===== src/scs_pkg.sv =====
`timescale 1ns / 1ps
`default_nettype none

package scs_pkg;

  localparam int LEVEL_MAX_DEFAULT = 255;

  // Characters that steer the scan.
  localparam logic [7:0] CH_NEWLINE   = 8'h0A;
  localparam logic [7:0] CH_STAR      = 8'h2A;
  localparam logic [7:0] CH_SLASH     = 8'h2F;
  localparam logic [7:0] CH_BACKSLASH = 8'h5C;
  localparam logic [7:0] CH_BACKTICK  = 8'h60;
  localparam logic [7:0] CH_DQUOTE    = 8'h22;
  localparam logic [7:0] CH_SQUOTE    = 8'h27;
  localparam logic [7:0] CH_LPAREN    = 8'h28;
  localparam logic [7:0] CH_RPAREN    = 8'h29;
  localparam logic [7:0] CH_LSQUARE   = 8'h5B;
  localparam logic [7:0] CH_RSQUARE   = 8'h5D;
  localparam logic [7:0] CH_LCURLY    = 8'h7B;
  localparam logic [7:0] CH_RCURLY    = 8'h7D;

  // Context codes as they appear on the result port.
  localparam logic [2:0] CODE_CODE  = 3'd0;
  localparam logic [2:0] CODE_LINE  = 3'd1;
  localparam logic [2:0] CODE_BLOCK = 3'd2;
  localparam logic [2:0] CODE_SQ    = 3'd3;
  localparam logic [2:0] CODE_DQ    = 3'd4;
  localparam logic [2:0] CODE_BT    = 3'd5;

  typedef enum logic [5:0] {
    CTX_CODE  = 6'b000001,
    CTX_LINE  = 6'b000010,
    CTX_BLOCK = 6'b000100,
    CTX_SQ    = 6'b001000,
    CTX_DQ    = 6'b010000,
    CTX_BT    = 6'b100000
  } ctx_t;

  typedef struct packed {
    ctx_t       ctx;
    logic       escape;
    logic       slash;
    logic       star;
    logic [7:0] paren;
    logic [7:0] square;
    logic [7:0] curly;
    logic       sat;
  } scan_state_t;

  typedef struct packed {
    logic       needs_more;
    logic [7:0] paren_level;
    logic [7:0] square_level;
    logic [7:0] curly_level;
    logic [2:0] lex_context;
    logic       level_saturated;
  } scan_result_t;

  localparam scan_state_t SCAN_STATE_RESET = '{
    ctx: CTX_CODE, escape: 1'b0, slash: 1'b0, star: 1'b0,
    paren: 8'd0, square: 8'd0, curly: 8'd0, sat: 1'b0
  };

  function automatic logic [2:0] ctx_code(input ctx_t ctx);
    logic [2:0] code;
    case (ctx)
      CTX_LINE:  code = CODE_LINE;
      CTX_BLOCK: code = CODE_BLOCK;
      CTX_SQ:    code = CODE_SQ;
      CTX_DQ:    code = CODE_DQ;
      CTX_BT:    code = CODE_BT;
      default:   code = CODE_CODE;
    endcase
    return code;
  endfunction

endpackage

`default_nettype wire


===== src/scs_step.sv =====
`timescale 1ns / 1ps
`default_nettype none

// Next scan state and the result for one byte.
module scs_step
  import scs_pkg::*;
#(
  parameter logic [7:0] LEVEL_LIMIT = 8'd255
) (
  input  scan_state_t  cur,
  input  logic [7:0]   text_byte,
  input  logic         end_of_buffer,
  output scan_state_t  nxt,
  output scan_result_t res
);

  scan_state_t upd;
  logic [7:0]  closer;
  logic        slash_taken;

  always_comb begin
    upd = cur;
    slash_taken = 1'b0;
    case (cur.ctx)
      CTX_SQ:  closer = CH_SQUOTE;
      CTX_DQ:  closer = CH_DQUOTE;
      default: closer = CH_BACKTICK;
    endcase

    case (cur.ctx)
      CTX_LINE: begin
        if (text_byte == CH_NEWLINE) upd.ctx = CTX_CODE;
      end
      CTX_BLOCK: begin
        if (cur.star && text_byte == CH_SLASH) begin
          upd.ctx = CTX_CODE;
          upd.star = 1'b0;
        end else begin
          upd.star = (text_byte == CH_STAR);
        end
      end
      CTX_SQ, CTX_DQ, CTX_BT: begin
        if (cur.escape) begin
          upd.escape = 1'b0;
        end else if (text_byte == CH_BACKSLASH) begin
          upd.escape = 1'b1;
        end else if (text_byte == closer) begin
          upd.ctx = CTX_CODE;
        end
      end
      default: begin
        upd.ctx = CTX_CODE;
        // A pending slash decides whether this byte opens a comment.
        if (cur.slash) begin
          upd.slash = 1'b0;
          if (text_byte == CH_SLASH) begin
            upd.ctx = CTX_LINE;
            slash_taken = 1'b1;
          end else if (text_byte == CH_STAR) begin
            upd.ctx = CTX_BLOCK;
            upd.star = 1'b0;
            slash_taken = 1'b1;
          end
        end
        if (!slash_taken) begin
          case (text_byte)
            CH_SLASH: upd.slash = 1'b1;
            CH_SQUOTE: begin
              upd.ctx = CTX_SQ;
              upd.escape = 1'b0;
            end
            CH_DQUOTE: begin
              upd.ctx = CTX_DQ;
              upd.escape = 1'b0;
            end
            CH_BACKTICK: begin
              upd.ctx = CTX_BT;
              upd.escape = 1'b0;
            end
            CH_LPAREN: begin
              if (cur.paren >= LEVEL_LIMIT) upd.sat = 1'b1;
              else upd.paren = cur.paren + 8'd1;
            end
            CH_RPAREN: begin
              if (cur.paren != 8'd0) upd.paren = cur.paren - 8'd1;
            end
            CH_LSQUARE: begin
              if (cur.square >= LEVEL_LIMIT) upd.sat = 1'b1;
              else upd.square = cur.square + 8'd1;
            end
            CH_RSQUARE: begin
              if (cur.square != 8'd0) upd.square = cur.square - 8'd1;
            end
            CH_LCURLY: begin
              if (cur.curly >= LEVEL_LIMIT) upd.sat = 1'b1;
              else upd.curly = cur.curly + 8'd1;
            end
            CH_RCURLY: begin
              if (cur.curly != 8'd0) upd.curly = cur.curly - 8'd1;
            end
            default: ;
          endcase
        end
      end
    endcase

    res.needs_more = (upd.paren != 8'd0) || (upd.square != 8'd0) || (upd.curly != 8'd0) ||
                     (upd.ctx != CTX_CODE && upd.ctx != CTX_LINE);
    res.paren_level = upd.paren;
    res.square_level = upd.square;
    res.curly_level = upd.curly;
    res.lex_context = ctx_code(upd.ctx);
    res.level_saturated = upd.sat;

    nxt = end_of_buffer ? SCAN_STATE_RESET : upd;
  end

endmodule

`default_nettype wire


===== src/source_continuation_scanner_core.sv =====
`timescale 1ns / 1ps
`default_nettype none

// Streaming bracket and continuation scanner for script text.
// Input channel: one byte per beat (text_byte, end_of_buffer) on in_valid/in_stall.
// Output channel: one result beat per input beat on out_valid/out_stall, carrying
// needs_more, the three bracket levels, the lexical context code and the sticky
// saturation flag, all as they stand after that byte.
// A byte's result is registered: into the result register, or into the skid register while a result is stalled.
// Throughput is one byte per cycle while in_stall is low; the scan state update and the counter step
// for a byte are combinational logic between the state and result registers.
// A two-entry output buffer (result register plus skid register) lets one more
// byte be taken while a result is stalled; in_stall rises only when both hold
// results, and it comes from a register.
// A byte with end_of_buffer set reports its own result and then returns the scan
// state to plain code with all levels at zero.
// Reset (rst, synchronous) clears the scan state and drops both output entries.
module source_continuation_scanner_core
  import scs_pkg::*;
#(
  parameter int LEVEL_MAX = LEVEL_MAX_DEFAULT
) (
  input  logic       clk,
  input  logic       rst,
  input  logic       in_valid,
  output logic       in_stall,
  input  logic [7:0] text_byte,
  input  logic       end_of_buffer,
  output logic       out_valid,
  input  logic       out_stall,
  output logic       needs_more,
  output logic [7:0] paren_level,
  output logic [7:0] square_level,
  output logic [7:0] curly_level,
  output logic [2:0] lex_context,
  output logic       level_saturated
);

  localparam logic [7:0] LEVEL_LIMIT = (LEVEL_MAX > 255) ? 8'd255 : 8'(LEVEL_MAX);

  scan_state_t  state;
  scan_state_t  state_next;
  scan_result_t step_res;
  scan_result_t out_res;
  scan_result_t skid_res;
  logic         skid_valid;
  logic         accept;

  scs_step #(.LEVEL_LIMIT(LEVEL_LIMIT)) u_step (
    .cur           (state),
    .text_byte     (text_byte),
    .end_of_buffer (end_of_buffer),
    .nxt           (state_next),
    .res           (step_res)
  );

  assign in_stall = skid_valid;
  assign accept = in_valid && !skid_valid;

  always_ff @(posedge clk) begin
    if (rst) begin
      state <= SCAN_STATE_RESET;
    end else if (accept) begin
      state <= state_next;
    end
  end

  always_ff @(posedge clk) begin
    if (rst) begin
      out_valid <= 1'b0;
      skid_valid <= 1'b0;
    end else if (accept) begin
      if (out_valid && out_stall) begin
        skid_valid <= 1'b1;
        skid_res <= step_res;
      end else begin
        out_valid <= 1'b1;
        out_res <= step_res;
      end
    end else if (out_valid && !out_stall) begin
      // Refill the result register from the skid entry once its beat is taken.
      if (skid_valid) begin
        out_res <= skid_res;
        skid_valid <= 1'b0;
      end else begin
        out_valid <= 1'b0;
      end
    end
  end

  assign needs_more = out_res.needs_more;
  assign paren_level = out_res.paren_level;
  assign square_level = out_res.square_level;
  assign curly_level = out_res.curly_level;
  assign lex_context = out_res.lex_context;
  assign level_saturated = out_res.level_saturated;

endmodule

`default_nettype wire


===== config.mk =====
export PLATFORM = sky130hd
export DESIGN_NAME = source_continuation_scanner_core
export DESIGN_NICKNAME = d
export VERILOG_FILES = /design/src/scs_pkg.sv /design/src/scs_step.sv /design/src/source_continuation_scanner_core.sv
export SDC_FILE = /design/constraint.sdc
export NUM_CORES = 1
export LEC_CHECK = 0
export BUFFER_PORTS_ARGS = -buffer_cell sky130_fd_sc_hd__buf_2
export CAP_MARGIN = 25
export CORE_MARGIN = 5
export CORE_UTILIZATION = 57
export CTS_BUF_LIST = sky130_fd_sc_hd__clkbuf_16
export CTS_CLUSTER_SIZE = 12
export DETAILED_ROUTE_END_ITERATION = 16
export GPL_ROUTABILITY_DRIVEN = 0
export HOLD_SLACK_MARGIN = 0.08
export PLACE_DENSITY = 0.76
export SLEW_MARGIN = 20
export SYNTH_ARGS = -nofsm -noshare
export SYNTH_HDL_FRONTEND = slang
export SYNTH_SLANG_ARGS = --single-unit
export TNS_END_PERCENT = 30

===== constraint.sdc =====
create_clock -name clk -period 6.12 [get_ports clk]
set_input_delay 0.612 -clock clk [delete_from_list [all_inputs] [get_ports clk]]
set_output_delay 0.612 -clock clk [all_outputs]
set_load 0.02 [all_outputs]

# == Yosys cells after proc, flatten, opt, wreduce, memory -nomap -nowiden ==
# Index checks and enable logic that the tools add are counted.
# classes
shifts,0
bitwise_logic,1
n_reduce_logical,32
n_eq_ne,34
muxes,54
add_sub_neg,6
n_div,0
n_lt_le_gt_ge,3
mul,0
# ops
op,count
2-to-1 mux 29 bit,4
2-to-1 mux 8 bit,7
2-to-1 mux 25 bit,2
equality test 8 x 6 -> 1 bit (second input constant),6
equality test 8 x 7 -> 1 bit (second input constant),6
case mux 8 bit (2 select lines),3
nonzero test 8 bit,6
2-to-1 mux 6 bit,7
2-to-1 mux 34 bit,1
adder 8 x 1 -> 8 bit (second input constant),3
>= comparator 8 bit (second input constant),3
subtractor 8 x 1 -> 8 bit (second input constant),3
2-to-1 mux 1 bit,22
case mux 7 bit (3 select lines),1
case mux 6 bit (3 select lines),1
case mux 3 bit (5 select lines),1
case mux 7 bit (2 select lines),1
equality test 6 x 2 -> 1 bit (second input constant),2
equality test 6 x 3 -> 1 bit (second input constant),2
equality test 6 x 4 -> 1 bit (second input constant),2
equality test 6 x 5 -> 1 bit (second input constant),2
equality test 6 bit (second input constant),2
inequality test 2 x 1 -> 1 bit (second input constant),5
equality test 8 x 4 -> 1 bit (second input constant),1
other kinds (24),37
# totals
mem_bits_ro,0
out_inout_bits,31
input_bits,13
n_memories,0
mem_bits_rw,0
word_cells,152
latchBits,0
reg_bits,94

# == Longest topological paths before layout ==
# depth
word_depth,13
mapped_depth,10
mapped_depth_nobuf,10

# == By module ==
# From an unflattened synthesis, not the netlist that was laid out.
# hier_totals
hier_cells,663
hier_area_um2,6319.8
# modules_own_cells
mod,cells_per_inst,area_per_inst_um2,seq_area_each_um2,n_inst
source_continuation_scanner_core,259,3833.7,2462.4,1
scs_step,404,2486.1,0.0,1

# == Least setup slack after synthesis ==
# Ideal clock, no wire load.
# synth_timing
kind,input-to-reg
from,input in_valid
to,"register out_res, in the netlist curly_level[0], enable pin"
setup_time_ns,0.463
setup_slack_ns,2.337
path_buffers,2
required_time_ns,5.657
arrival_ns,3.320
cell_stages,4
path_cell_list,nand2b_1 -> buf_6 -> clkbuf_1 -> a221oi_1
# synth_between
elab_chain_cells,3
elab_cells_between_ends,5
cone_classes,eq/ne: 1; reduce/logical: 4
# synth_rtl
item,line_no,rtl
start: declaration,source_continuation_scanner_core.sv:25,"input logic in_valid,"
logical AND 1 bit (*),source_continuation_scanner_core.sv:58,assign accept = in_valid && !skid_valid;
inequality test 2 bit (no line) or nonzero test 2 bit (tied branches),-,
AND reduction 4 bit (no line) (*),-,
end signal: assignment,source_continuation_scanner_core.sv:78,out_res <= step_res;
end signal: assignment,source_continuation_scanner_core.sv:83,out_res <= skid_res;
end: declaration,source_continuation_scanner_core.sv:44,scan_result_t out_res;
# Every way passes the cells marked *; elsewhere a longest branch is shown, timed or not.
# A chain may end at the register's enable or synchronous reset.

==> metrics <==
Avg Synthesized Cell Area 8.86 µm²; Setup TNS 0 ns; switching power of the nets 333 µW; Seq cells post-synth 94; DR iter-0 viols 666; static leakage 0.00241 µW; Peak VDD IR 0.000136 V; min-delay src skid_res[6]; # resized after CTS 0; num ports 44; WL/cell 19.2 µm; Vias/cell 6.63; Pins Over Slew Limit 0; first-pass GRT wire length 26200 µm; maxcap violations 0; critical-path maximum fanout 16; Clock Sinks 94; Critical R2R Launch state[33]; IO buf count 43; Metal-1 WL 6480 µm; Nets 696; met3 wire len 1840 µm; CP Capture Type flip-flop; final setup vio count 0; Die Area 0.0124 mm²; Setup crit start kind flip-flop; share of cells above drive strength 1 14.0%; Ant. Diodes 0; synthesized instance count 659; data arrival time of the worst path 3.39 ns; vias in the first global route 5068; Die X 111 µm; internal power 1070 µW; Slew headroom 43.8%; htree depth 3; Setup crit start state[33]; drt drc 0; Hold Vio Cnt, Final 0; largest net degree at the start of global routing 75; CTS tree built; EDFF count, synth 58; remaining antenna violation count after routing 0; clock share of power 44.0%; Primary FF master, synth edfxtp_1; Synth cell types 85; dpl hpwl 10700 µm; DRT Pass-1 Iters 8; post-layout util 63.4%; Std-Cell Rows 37; area delta synth->final 10.1%; Reg clk slew, reported paths 0.07 ns; WP data required 6.21 ns; post-layout min period 3.30 ns; gr ovfl total 0; worst skew pair latency 0.35 ns; Sequential Power Share 48.8%; Core ar. 0.0101 mm²; root buffer cell clkbuf_16; postcts setup bufs 0; asr flop ratio synth 0%; hold slack 0.519 ns; DRT Wirelength 15700 µm; clock buffer depth 2; CTS buffer count 9; die extent in y 111 µm; critical path, cell by cell nor4_1 -> nand2_1 -> nand3b_2 -> nor3_1 -> a211o_2 -> or4_1 -> nor4_2 -> a21oi_1; CP peak stage delay 0.55 ns; Syn. warnings 0; Comb pwr share 7.2%; Tcrit/Tclk final 53.9%; Setup CP Type flip-flop to flip-flop; via count 5401; Peak Freq 303 MHz; Power Density 219 mW/mm²; Synthesized Nets 681; worst-margin pin slew 0.831 ns; unrepaired setup endpoints after global routing false; register area share after synthesis 42.2%; total track usage 25.6%; Initial Util 57.6%; post-synthesis cell area 0.00584 mm²; Hold Crit Class flip-flop to flip-flop; top sig layer met4; status finished, final reports clean; initial antenna violation count 0; Fillers 842; Sw Share 23.7%; Setup Skew 0.0111 ns; Post-CTS Hold Fix Bufs 0; met2 wire length 6920 µm; Worst path slowest cell or4_1
[cells in the final DEF, fill, tap and decap left out, types with 6 or more instances in the layout]
cell and n:
edfxtp_1 58, nand2_1 85, nor4_1 7, nand3_1 16, nor3b_1 6, nor3_1 19, nor2b_1 8, a21oi_1 28
nand2b_1 10, clkbuf_16 9, inv_1 27, a22oi_1 28, o21ai_0 41, and3_1 8, a31oi_1 8, buf_4 6
nor2_1 62, dfxtp_1 36, buf_2 43, a211oi_1 10, nand4_1 12, ha_1 9
[power groups by stage]
| stage | Sequential, µW | Clock [µW] | Combinational [µW] |
|---|---|---|---|
| after global routing | 689 | 654 | 111 |
| after CTS | 688 | 628 | 101 |
| after global placement | 702 | 0 | 99.0 |
| final | 688 | 619 | 101 |
| after detailed placement | 702 | 0 | 101 |
| after floorplan | 717 | 0 | 54.9 |
[final timing paths]
path                    endpoint  slack (ns)  depth (start not counted)
setup / recovery      needs_more        2.82                          8
hold / removal    curly_level[2]        0.52                          2
setup reg to reg      needs_more        2.82                          8
hold reg to reg   curly_level[2]        0.52                          2
[cell families (layout without fill, tap and decap cells)]
logic type               count (synthesis)  after routing  share of synthesized area [%]
XOR/XNOR                                 8              8                           1.20
flip-flops                              94             94                           42.2
AND/OR/NAND/NOR                        286            286                           26.4
AO/OA/AOI/OAI                          183            183                           21.9
buffers and inverters                   72             92                           5.12
adder cells (fa/ha/maj)                  9              9                           1.93
multiplexers                             7              7                           1.26
[state kept, by name, summed over array words and instances (netlist names), 3 cells and up]
signal	flops
state	34
skid_res	29
lex_context	3
curly_level	8
square_level	8
paren_level	8
[per-layer routing]
metal	vias to the layer above	GRT usage, %
met4	0	9.00
met2	377	38.2
met1	2469	37.0
li1	2506	-
met5	-	0
met3	49	5.35
[synth_stat cells, types with 4 or more instances]
library cell  count  share of area, %
buf_2             8              0.69
nand2_1          85               5.5
nor4_1            7              0.75
nor3b_1           6              0.77
or4_1             5              0.64
a21oi_1          28               2.4
xor2_1            4              0.60
a31oi_1           8              0.86
a22oi_1          28               3.6
inv_1            27               1.7
nand3_1          16               1.4
edfxtp_1         58                30
nor3_1           20               1.7
and3_1            8              0.86
nor2_1           63               4.1
o21a_1            5              0.64
nand2b_1         11               1.2
nand4_1          12               1.3
clkbuf_1         32               2.1
nor2b_1           8              0.86
a211oi_1         10               1.3
ha_1              9               1.9
o22ai_1           5              0.54
o31ai_1           5              0.64
mux2i_1           4              0.69
o21ai_0          41               3.5
dfxtp_1          36                12
and4_1            4              0.60
xnor2_1           4              0.60
o21ai_1           5              0.43
[final cells by class]
cell class	instances	area [µm²]	area share [%]
sequential	94	2460	38.3
multi-input combinational	493	3100	48.3
clock inverter	7	104	1.62
inverter	27	101	1.58
tap	136	170	2.65
timing repair buffer	49	260	4.05
clock buffer	9	225	3.50
[stage by stage]
step                      setup slack (ns)  instance area, µm²  power [µW]  std cells
after global routing                  2.60                6430        1450        815
after CTS                             2.86                6430        1420        815
after floorplan                       2.34                5840         772        659
after global placement                2.59                6100         801        799
final                                 2.82                6430        1410        815
after detailed placement              2.52                6100         803        799
[worst max-delay path, delay by kind of cell, from the launching register on]
kind / cells / cell delay (ns)
simple gates: 6 / 2.20
compound gates: 2 / 0.41
flops: 1 / 0.41
(Power assumes the default switching activity.)
